--- src/design/apsp_ram.sv ---
`default_nettype none
// ----------------------------------------------------------------------------
// apsp_ram
// Generic RAM with one write port and one registered read port.
// ----------------------------------------------------------------------------
module apsp_ram #(
   parameter int unsigned WIDTH = 16,
   parameter int unsigned DEPTH = 256
) (
   input  wire logic                     clock,
   input  wire logic                     wr_en,
   input  wire logic [$clog2(DEPTH)-1:0] wr_addr,
   input  wire logic [WIDTH-1:0]         wr_data,
   input  wire logic [$clog2(DEPTH)-1:0] rd_addr,
   output      logic [WIDTH-1:0]         rd_data
);

   logic [WIDTH-1:0] mem [DEPTH];
   logic [WIDTH-1:0] rd_data_ff;

   always_ff @(posedge clock) begin
      if (wr_en) begin
         mem[wr_addr] <= wr_data;
      end
      rd_data_ff <= mem[rd_addr];
   end

   assign rd_data = rd_data_ff;

endmodule
`default_nettype wire

--- config.mk ---
export PLATFORM = sky130hd
export DESIGN_NAME = apsp_ram
export DESIGN_NICKNAME = d
export VERILOG_FILES = /design/src/design/apsp_ram.sv
export SDC_FILE = /design/constraint.sdc
export NUM_CORES = 2
export LEC_CHECK = 0
export ABC_CLOCK_PERIOD_IN_PS = 3370
export BUFFER_PORTS_ARGS = -buffer_cell sky130_fd_sc_hd__buf_4
export CORE_MARGIN = 2
export CORE_UTILIZATION = 35
export CTS_BUF_LIST = sky130_fd_sc_hd__clkbuf_4
export DETAILED_ROUTE_END_ITERATION = 7
export PLACE_DENSITY_LB_ADDON = 0.08
export SYNTH_ARGS = -nofsm -noshare
export SYNTH_HDL_FRONTEND = slang
export SYNTH_SLANG_ARGS = --single-unit
--- constraint.sdc ---
create_clock -name clock -period 3.37 [get_ports clock]
set_clock_uncertainty 0.15 [all_clocks]
set_input_delay 0.1685 -clock clock [delete_from_list [all_inputs] [get_ports clock]]
set_output_delay 0.1685 -clock clock [all_outputs]
set_load 0.03 [all_outputs]
# Word level (Yosys, flattened, before mapping)
# Memories as Yosys holds them, arrays and structs flattened. A register that Yosys moved wholly into a read port is not among the register bits.
# Cells that the tools add are included.
# Widths: inputs -> output; s select.
# totals
reg_bits	0
mem_bits_rw	4096
input_bits	34
memories	1
# op_classes
mux	2
# memory_table
name	words	word_bits	rd	rd_ports_with_merged_regs	wr	line_no	source
mem	256	16	1	1	1	18	logic [WIDTH-1:0] mem [DEPTH];
# ops
operator	count
$mux 1	2

# Depth between registers and ports, before layout
# depth
word_depth	2
depth_mapped	12
mapped_depth_nobuf	6

# Worst setup path after synthesis
# Ideal clock, no wire load.
# synth_timing
path_kind	input to register
from	in wr_addr[3]
to	mem mem[235][0], enable pin
arrival_time_ns	1.945
path_slack_ns	0.886
cell_stages	6
n_path_buf	3
path_cell_list	clkbuf_1 > nor2b_1 > clkbuf_1 > nand4_1 > clkbuf_1 > nor2_1
# synth_rtl
item	line_no	source
start: declaration	12	input wire logic [$clog2(DEPTH)-1:0] wr_addr,
end: declaration	18	
# No word-level cell before the write port.

# Worst setup path in the final report
# layout_timing
from	in wr_addr[2]
to	mem mem[62][4], enable pin
# No word-level cell before the write port.

==> results.json <==
{
  "rows": 247,
  "cts_root_buf": "clkbuf_4",
  "core-area_um2": 452000,
  "route.detailed.drc": 0,
  "drv_slew": 0,
  "worst_slack_ns": -0.187,
  "synth_cell_types": 52,
  "syn-num-nets": 7394,
  "fmax_ghz": 0.281,
  "fin_util": 0.418,
  "cts_tree": "yes",
  "place.port_buffers": 49,
  "async_reset_ff_frac": 0,
  "rsz0062_at_grt": "false",
  "hold_violations": 0,
  "synth_cells": 7360,
  "clk_path_buf_depth": 5,
  "dp_slack_ns": -0.583,
  "drv_cap": 0,
  "yosys.area.top_type": "edfxtp_1",
  "synth_edf_count": 4096,
  "netlist_top_cells_area": "edfxtp_1 (77%), mux4_2 (11%), mux2i_1 (3.6%), o221ai_1 (1.4%), nor2_1 (0.72%)",
  "gp_congestion": 0.806,
  "hold_depth": 7,
  "violations": "setup timing",
  "r2r_setup_slack_ns": 0.18,
  "min_period_ns": 3.56,
  "pin_count": 50,
  "ir_worst_vdd_mv": 0.264,
  "cts.sinks": 4112,
  "fin_cells": 15900,
  "wl_per_cell_um": 31.9,
  "grt_pass1_wl_um": 706000,
  "die_x_um": 677,
  "hold_path_class": "in2reg",
  "crit_path_end_kind": "register",
  "overflow": 0,
  "die_y_um": 677,
  "grt_pass1_vias": 88700,
  "vias": 85400,
  "layout-drive-gt1-share": 0.388,
  "drt_iter0_markers": 8734,
  "worstSetupPathType": "in2reg",
  "cp-start-kind": "input port",
  "status": "complete, but fails checks",
  "drt_first_pass_iters": 5,
  "insertion_delay_ns": 1.78,
  "final_area_um2": 189000,
  "cp_max_fo": 10,
  "yosysWarnings": 0,
  "post-route-period-util": 1.06,
  "antenna_found_initial": 36,
  "ys_seq_area_frac": 0.777,
  "wl_um": 509000,
  "cp_data_required_time_ns": 4.57,
  "power_density_nw_per_um2": 567,
  "nNetsFinal": 9228,
  "synth_top_area_share": 0.775,
  "arrival_ns": 4.75,
  "rr_worst_depth": 9,
  "syn_avg_cell_area_um2": 21.6,
  "htree_levels": 7,
  "synth-seq-cells": 4112,
  "syn_area_um2": 159000,
  "clk_pin_slew_ns": 0.07,
  "max_slew_margin": 0.135,
  "area_growth_pct": 19.2,
  "dp_hpwl_um": 313000,
  "grt_usage": 0.222,
  "placed_cell_area_um2": 173000,
  "grt_max_degree": 130,
  "synth-main-ff-cell": "edfxtp_1",
  "dieArea_um2": 459000,
  "dp_cells": 13800,
  "cts_buffers": 1197,
  "routed_via_density": 5.36,
  "start_util": 0.351,
  "antenna_left": 0,
  "p_leak_nw": 62.2,
  "design_power_total_mw": 107,
  "tightest_slew_ns": 1.29,
  "setup_viol": 17
}
-- report_power, final --
group	total (mW)	switching, mW	internal (mW)
sequential	56.5	0.115	56.4
combinational	6.44	4.05	2.39
clock	44.2	20.5	23.8
-- cells in the final DEF (no fill, tap or decap), drive strengths merged, types with 5 or more instances in the layout --
cell / n
nor4: 18
edfxtp: 4096
o31ai: 16
diode: 27
clkinv: 170
nand4: 26
a22o: 32
and3: 11
nor2b: 9
dfxtp: 16
buf: 963
nor2: 304
bufinv: 5
clkbuf: 1744
nand3: 35
nand2: 38
inv: 24
mux2: 88
a22oi: 43
o221ai: 253
a211oi: 18
dlygate4sd3: 123
o21ai: 38
nor3: 92
or2: 5
mux4: 797
a31oi: 6
mux2i: 565
o32ai: 21
a2111oi: 6
o22ai: 148
a221oi: 28
a21oi: 175
-- metrics by stage --
step	hold slack [ns]	TNS, ns
floorplan	0.117	0
global placement	0.482	-5.63
detailed placement	0.488	-5.10
CTS	0.00506	0
global route	0.0667	0
finish	0.249	-0.653
-- cell type report --
class | instances | area (um2)
Antenna cell | 27 | 67.6
Clock buffer | 1743 | 13100
Clock inverter | 195 | 881
Fill cell | 40300 | 263000
Inverter | 4 | 27.5
Multi-Input combinational cell | 2792 | 33300
Sequential cell | 4112 | 123000
Tap cell | 5976 | 7480
Timing Repair Buffer | 1087 | 11000
-- critical path: stages --
cell and delay, ns:
dlygate4sd3_1 0.59, dlygate4sd3_1 0.72, buf_4 0.23, nand4_1 0.08
dlygate4sd3_1 0.58, buf_4 0.15, dlygate4sd3_1 0.69, nor2_2 0.15
dlygate4sd3_1 0.74, dlygate4sd3_1 0.64
-- synth_stat cells (6+ instances only) --
cell / number
a2111oi_0: 6
a211oi_1: 18
a21oi_1: 175
a221oi_1: 28
a22o_1: 32
a22oi_1: 43
a31oi_1: 6
and3_1: 11
buf_1: 27
buf_2: 76
buf_4: 26
buf_6: 77
buf_8: 11
clkbuf_1: 230
dfxtp_1: 16
edfxtp_1: 4096
mux2_2: 88
mux2i_1: 565
mux4_2: 797
nand2_1: 38
nand3_1: 35
nand4_1: 26
nor2_1: 304
nor2b_1: 9
nor3_1: 92
nor4_1: 17
o21ai_0: 37
o221ai_1: 252
o22ai_1: 148
o31ai_1: 16
o32ai_1: 20
-- repair_timing --
item                                     CTS  global route
gates resized for setup                    0             1
hold endpoints to repair                8208           415
endpoints found under the setup margin     0            14
buffers inserted                           0             0
hold buffers                             140             1
-- kinds of logic (layout without fill, tap and decap cells) --
family                 count (synthesis)  after routing  share of synthesized area
DFF                                 4112           4112                      0.777
muxes                               1450           1450                      0.155
AOI/OAI and AO/OA                    786            786                     0.0354
and+or+nand+nor                      556            556                     0.0157
buffers and inverters                456           3029                     0.0169
other                                  0             27                          0
-- state kept, by name, summed over array words and instances, names as in the netlist --
signal and cells:
mem 4096, rd_data 16
-- path summary, 6_finish.rpt --
path                                             start               endpoint
worst max-delay path                        wr_addr[2]   mem[62][4]$_DFFE_PP_
worst min-delay path                        wr_addr[5]  mem[125][4]$_DFFE_PP_
worst max register to register   mem[215][1]$_DFFE_PP_     rd_data[1]$_DFF_P_
worst min register to register  mem[103][13]$_DFFE_PP_    rd_data[13]$_DFF_P_
-- layer usage --
layer  vias to the layer above  share of wire  track usage
met3                       470          0.059       0.0473
met4                         4          0.013       0.0559
li1                      35700              -            -
met2                      3001           0.48        0.352
met1                     46200           0.45        0.313
met5                         -       0.000057            0
No activity file was read; power rests on OpenSTA's default activity.
