### src/design/apsp_pkg.sv
`default_nettype none
// ----------------------------------------------------------------------------
// apsp_pkg
// Shared types and constants of the all-pairs shortest path block.
// ----------------------------------------------------------------------------
package apsp_pkg;

   localparam int unsigned DIST_W = 16;
   localparam logic [DIST_W-1:0] INF_DIST = '1;

   typedef enum logic [1:0] {
      OP_WRITE = 2'd0,
      OP_RUN   = 2'd1,
      OP_READ  = 2'd2,
      OP_NONE  = 2'd3
   } op_type;

   // Saturating add: infinity absorbs, and a sum at or above infinity clamps.
   function automatic logic [DIST_W-1:0] sat_add(input logic [DIST_W-1:0] a,
                                                 input logic [DIST_W-1:0] b);
      logic [DIST_W:0] s;
      s = {1'b0, a} + {1'b0, b};
      if (a == INF_DIST || b == INF_DIST || s >= {1'b0, INF_DIST}) begin
         return INF_DIST;
      end
      return s[DIST_W-1:0];
   endfunction

endpackage
`default_nettype wire

### src/design/apsp_cell.sv
`default_nettype none
// ----------------------------------------------------------------------------
// apsp_cell
// One column cell: holds the current row entry of its column and the pivot
// row entry of its column, which shifts in from the left neighbour.
// ----------------------------------------------------------------------------
module apsp_cell (
   input  wire logic                         clock,
   input  wire logic                         shift,
   input  wire logic                         load,
   input  wire logic [apsp_pkg::DIST_W-1:0]  load_data,
   input  wire logic                         relax,
   input  wire logic [apsp_pkg::DIST_W-1:0]  via,
   input  wire logic [apsp_pkg::DIST_W-1:0]  pivot_in,
   output      logic [apsp_pkg::DIST_W-1:0]  pivot_out,
   output      logic [apsp_pkg::DIST_W-1:0]  entry
);

   logic [apsp_pkg::DIST_W-1:0] entry_ff, entry_in;
   logic [apsp_pkg::DIST_W-1:0] pivot_ff;
   logic [apsp_pkg::DIST_W-1:0] cand;

   // A load takes priority; otherwise, on relax, the entry takes the path through the pivot vertex when it is shorter.
   always_comb begin
      cand     = apsp_pkg::sat_add(via, pivot_ff);
      entry_in = entry_ff;
      if (load) begin
         entry_in = load_data;
      end else if (relax && cand < entry_ff) begin
         entry_in = cand;
      end
   end

   always_ff @(posedge clock) begin
      entry_ff <= entry_in;
      if (shift) begin
         pivot_ff <= pivot_in;
      end
   end

   assign pivot_out = pivot_ff;
   assign entry     = entry_ff;

endmodule
`default_nettype wire

### config.mk
export PLATFORM = sky130hd
export DESIGN_NAME = apsp_cell
export DESIGN_NICKNAME = d
export VERILOG_FILES = /design/src/design/apsp_pkg.sv /design/src/design/apsp_cell.sv
export SDC_FILE = /design/constraint.sdc
export NUM_CORES = 1
export LEC_CHECK = 0
export BUFFER_PORTS_ARGS = -buffer_cell sky130_fd_sc_hd__clkbuf_2
export CORE_UTILIZATION = 46
export DETAILED_ROUTE_END_ITERATION = 16
export HOLD_SLACK_MARGIN = 0.1
export PLACE_DENSITY = 0.77
export SYNTH_ARGS = -nofsm -noshare
export SYNTH_HDL_FRONTEND = slang
export SYNTH_SLANG_ARGS = --single-unit
export TNS_END_PERCENT = 100
### constraint.sdc
create_clock -name clock -period 4.5 [get_ports clock]
set_input_delay 0.225 -clock clock [delete_from_list [all_inputs] [get_ports clock]]
set_output_delay 0.225 -clock clock [all_outputs]
set_load 0.02 [all_outputs]
; ---- Word level (Yosys, flattened, before mapping)
; Cells that the tools add are included.
; W data, S select, Z words.
[word_totals]
register_bits = 32
input_bits = 52
output_inout_bits = 32
wordCells = 16
[classes]
addsub = 1
n_lt_le_gt_ge = 2
n_eq_ne = 2
mux = 5
reduce_logical = 4
[op_table]
columns = op, n
row1 = $mux W16, 4
row2 = $eq A16 B16 Y1 const B, 2
row3 = $add A16 B16 Y17, 1
row4 = $ge A17 B16 Y1 const B, 1
row5 = $lt A16 B16 Y1, 1
row6 = $logic_or A1 B1 Y1, 2
row7 = $reduce_bool A2 Y1, 1
row8 = $logic_and A1 B1 Y1, 1
row9 = $mux W1, 1

; ---- Depth between registers and ports, before layout
[depth]
ltp_word = 9
depth_mapped = 20
depth_no_buf = 18

; ---- Worst setup path before layout
; No wires, ideal clock.
[synth_timing]
path_type = reg2reg
startpoint = reg pivot_ff, in the netlist pivot_out[0]
endpoint = reg entry_ff, in the netlist entry[0], enable pin
setup_time_ps = 417
arrival_ps = 4555
t_required_ps = 4083
slack_ps = -471
stages_incl_launch_ff = 21
path_buffers = 2
period_less_slack_ps = 4971
cell_sequence = edfxtp_1 -> ha_1 -> inv_1 -> fa_1 -> nor2b_1 -> o31a_1 -> o21ai_2 -> a21oi_2 -> o311ai_2 -> and2_4 -> buf_8 -> buf_8 -> nand2_1 -> ha_1 -> a21oi_1 -> nor2b_1 -> o21ai_0 -> nand2b_1 -> a211oi_1 -> o21bai_1 -> a221oi_1
[synth_between]
elab_chain_cells = 8
elab_cells_between_ends = 10
cone_classes = add/sub (1) / order compare (2) / eq/ne (1) / mux (2) / reduce/logical (4)
[synth_lines]
columns = element, line
row1 = from (decl), apsp_cell.sv:20  ; logic [apsp_pkg::DIST_W-1:0] pivot_ff;
row2 = from (signal assigned), apsp_cell.sv:37  ; pivot_ff <= pivot_in;
row3 = $add A16 B16 Y17 / $eq A16 B16 Y1 (equally long branches), "apsp_pkg.sv:22, apsp_pkg.sv:23"
row4 = $ge A17 B16 Y1 / $logic_or A1 B1 Y1 (equally long branches), apsp_pkg.sv:23  ; if (a == INF_DIST || b == INF_DIST || s >= {1'b0, INF_DIST}) begin
row5 = $logic_or A1 B1 Y1, apsp_pkg.sv:23
row6 = $mux W1, apsp_pkg.sv:23
row7 = $mux W16 (*), apsp_pkg.sv:26  ; return s[DIST_W-1:0];
row8 = $lt A16 B16 Y1 (*), apsp_cell.sv:29  ; end else if (relax && cand < entry_ff) begin
row9 = $logic_and A1 B1 Y1 (*), apsp_cell.sv:29
row10 = $reduce_bool A2 Y1 (no line) (*), n/a
row11 = to (signal assigned), apsp_cell.sv:35  ; entry_ff <= entry_in;
row12 = to (decl), apsp_cell.sv:19  ; logic [apsp_pkg::DIST_W-1:0] entry_ff, entry_in;
; Mark *: on every way between the ends. The rest lies on a longest branch, timed or not.
; A chain may end at the register's enable or synchronous reset.

; ---- Worst setup path in the final report
[layout_timing]
startpoint = reg pivot_ff, in the netlist pivot_out[0]
endpoint = reg entry_ff, in the netlist entry[4], enable pin
; The elaborated chain is that of the path after synthesis.

==> metrics.yaml <==
run_status:
  status: "finished clean"
drt:
  drt-initial-drc-count: 114
  vias_per_cell: 5.21
  via_count: 2094
  drc_errors: 0
  ant_nets: 0
  dr.pass1.iters: 6
  routed_wirelength_mm: 5.21
  wire_per_inst_um: 12.9
pwr:
  seqPwrFrac_pct: 38.0
  power.share.switching_pct: 37.3
  p_comb_share_pct: 42.5
  p_switching_uw: 402
  intPower_uw: 677
  p_leak_nw: 1.42
  peakVddDrop_v: 0.000197
  clockPowerShare_pct: 19.5
  cellPowerDensity_nw_per_um2: 362
sta:
  hold_viol_final: 0
  max_freq_mhz: 244
  rsz0062_at_grt: "no"
  slew_violations: 0
  slew-limit-headroom_pct: 43.5
  period_share_pct: 91.0
  setup_viol: 0
  fin_setup_tns_ns: 0
  holdWs_ns: 0.113
  fin_ws_ns: 0.404
  finalCriticalPeriod_ns: 4.10
  fin_skew_ns: 0.00805
  worstMarginPinSlew_ns: 0.846
setup_path:
  end_kind: "flop"
  r2r-start: "pivot_out[0]"
  r2r-end: "entry[4]"
  cp-endpoint: "entry[4]"
  path_class: "reg -> reg"
  cp_max_fo: 29
  ff2ff_path_depth: 19
  start_kind: "flop"
  worst-endpoint-required_ns: 4.49
  critPathLaunch: "pivot_out[0]"
  ff2ff_setup_slack_ns: 0.40
  arrival_ns: 4.08
grt:
  grt_use_met2_pct: 31.3
  grt_max_degree: 31
  grt_pass1_vias: 1988
  grt_first_pass_wirelength_mm: 8.31
  grt_use_total_pct: 20.2
  busiest_layer: "met2"
  antenna_found_initial: 0
  grt_use_met1_pct: 25.8
  grt_overflow: 0
  grtUsageMet3_pct: 5.15
die:
  rows: 26
  die_height_um: 74.5
  die_area_um2: 5550
  io_pins: 84
  start_util_pct: 47.7
  die_w_um: 74.5
  core-area_um2: 5070
job:
  cap_violations: 0
clocking:
  numCtsBuffers: 5
  clockBufferDepth: 2
  htree_levels: 2
  path_clk_slew_ns: 0.07
  clock_latency_ns: 0.29
  ctsResizeCount: 0
  clock-root-buffer: "clkbuf_8"
  clock_sinks: 32
  cts_hold_buf: 0
  cts_tree: "built"
  cts_setup_buffers: 0
placed_design:
  numPortBuffers: 83
  gp_congestion: 0.895
  preCtsSetupSlack_ns: 0.380
  postPlaceCellArea_um2: 2900
  dp_cells: 394
  hpwl_mm: 4.30
layout:
  multi_input_area_um2: 1350
  fillCellCount: 474
  layout_common_cells: "clkbuf_2, edfxtp_1, ha_1, nor2_1"
  layout.nets: 415
  fin_cells: 402
  layout-drive-gt1-share_pct: 30.1
  design_area_um2: 2990
  layout_commonest_cell: "clkbuf_2"
  area_delta_synth_final_pct: 23.4
  diodes: 0
  regArea_um2: 961
yosys:
  netlist_area_um2: 2420
  synth-seq-cells: 32
  synth_fp_nets: 328
  syn_avg_cell_area_um2: 9.92
  ys_seq_area_share_pct: 39.7
  synth_edf_count: 32
  ys_async_sr_fraction_pct: 0
  ys_warn_count: 0
  synthCells: 244
  ys.flop_type: "edfxtp_1"
  yosysUniqueCellTypes: 46
min_path:
  hp-class: "in -> reg"
## Yosys cell counts, types with 2 or more instances
cell | number | area share, %
buf_8 | 2 | 1.2
clkbuf_1 | 3 | 0.47
xnor2_1 | 3 | 1.1
a21oi_1 | 9 | 1.9
nor2_1 | 25 | 3.9
a31oi_1 | 14 | 3.6
nand4_1 | 9 | 2.3
a21o_1 | 6 | 1.9
o21bai_1 | 2 | 0.62
a2bb2oi_1 | 2 | 0.72
xor2_1 | 9 | 3.3
nor3_1 | 6 | 1.2
inv_1 | 19 | 2.9
o21ai_0 | 7 | 1.4
and2_1 | 2 | 0.52
edfxtp_1 | 32 | 40
nand3_1 | 3 | 0.62
nor2b_1 | 6 | 1.6
nor4_1 | 3 | 0.78
nand2b_1 | 6 | 1.6
ha_1 | 31 | 16
nand2_1 | 19 | 2.9
and3_1 | 2 | 0.52
or3_1 | 2 | 0.52
## worst min-delay path by stage
stage / start / end / slack [ns] / depth (start not counted)
global route: pivot_in[7] / pivot_out[7] / 0.10 / 1
CTS: pivot_in[0] / pivot_out[0] / 0.11 / 1
floorplan: pivot_in[0] / pivot_out[0] / 0.32 / 0
detailed placement: pivot_in[5] / pivot_out[5] / 0.40 / 1
finish: pivot_in[0] / pivot_out[0] / 0.11 / 1
global placement: pivot_in[3] / pivot_out[3] / 0.40 / 1
## power by group through the flow
stage	combinational (mW)	sequential, mW	clock, mW
floorplan	0.275	0.467	0
global placement	0.451	0.415	0
detailed placement	0.457	0.417	0
CTS	0.460	0.410	0.214
global route	0.519	0.415	0.225
finish	0.458	0.410	0.211
## per-layer routing
layer / share of wire [%] / vias to the layer above
met5: 0 / -
met4: 3.6 / 0
met3: 5.9 / 16
met2: 45 / 77
met1: 46 / 921
li1: - / 1080
## metrics by stage
| step | utilization (%) | power, mW |
|---|---|---|
| 2_1_floorplan | - | 0.742 |
| 3_3_place_gp | 57.2 | 0.867 |
| 3_5_place_dp | 57.2 | 0.874 |
| 4_1_cts | 58.8 | 1.08 |
| 5_1_grt | 58.8 | 1.16 |
| 6_report | 58.8 | 1.08 |
## critical path: stages (launching register included)
cell and delay [ns]:
edfxtp_1 0.42, ha_1 0.22, inv_1 0.07, fa_1 0.20, nor2b_1 0.07, o31a_1 0.26
o21ai_2 0.17, a21oi_2 0.09, o311ai_2 0.31, and2_4 0.38, nand2_1 0.09, ha_1 0.29
a21oi_1 0.13, nor2b_1 0.05, o21ai_0 0.14, nand2b_1 0.07, a211oi_1 0.23, o21bai_1 0.10
a221oi_2 0.25, buf_4 0.26
## cell families after synthesis
family | count (synthesis) | share of synthesized area, %
xor+xnor | 12 | 4.34
flops | 32 | 39.7
fa+ha+maj | 32 | 16.9
compound gates | 54 | 15.7
mux | 1 | 0.414
simple gates | 88 | 18.0
buf+inv | 25 | 4.96
## layout make-up
class                           count  area share, %
Tap cell                           70           2.93
Sequential cell                    32           32.2
Multi-Input combinational cell    187           45.1
Timing Repair Buffer               86           14.7
Clock buffer                        5           2.31
Clock inverter                      3          0.461
Inverter                           19           2.39
## state kept, by name, summed over array words and instances (netlist names)
name	count
entry	16
pivot_out	16
(Power assumes the default switching activity.)
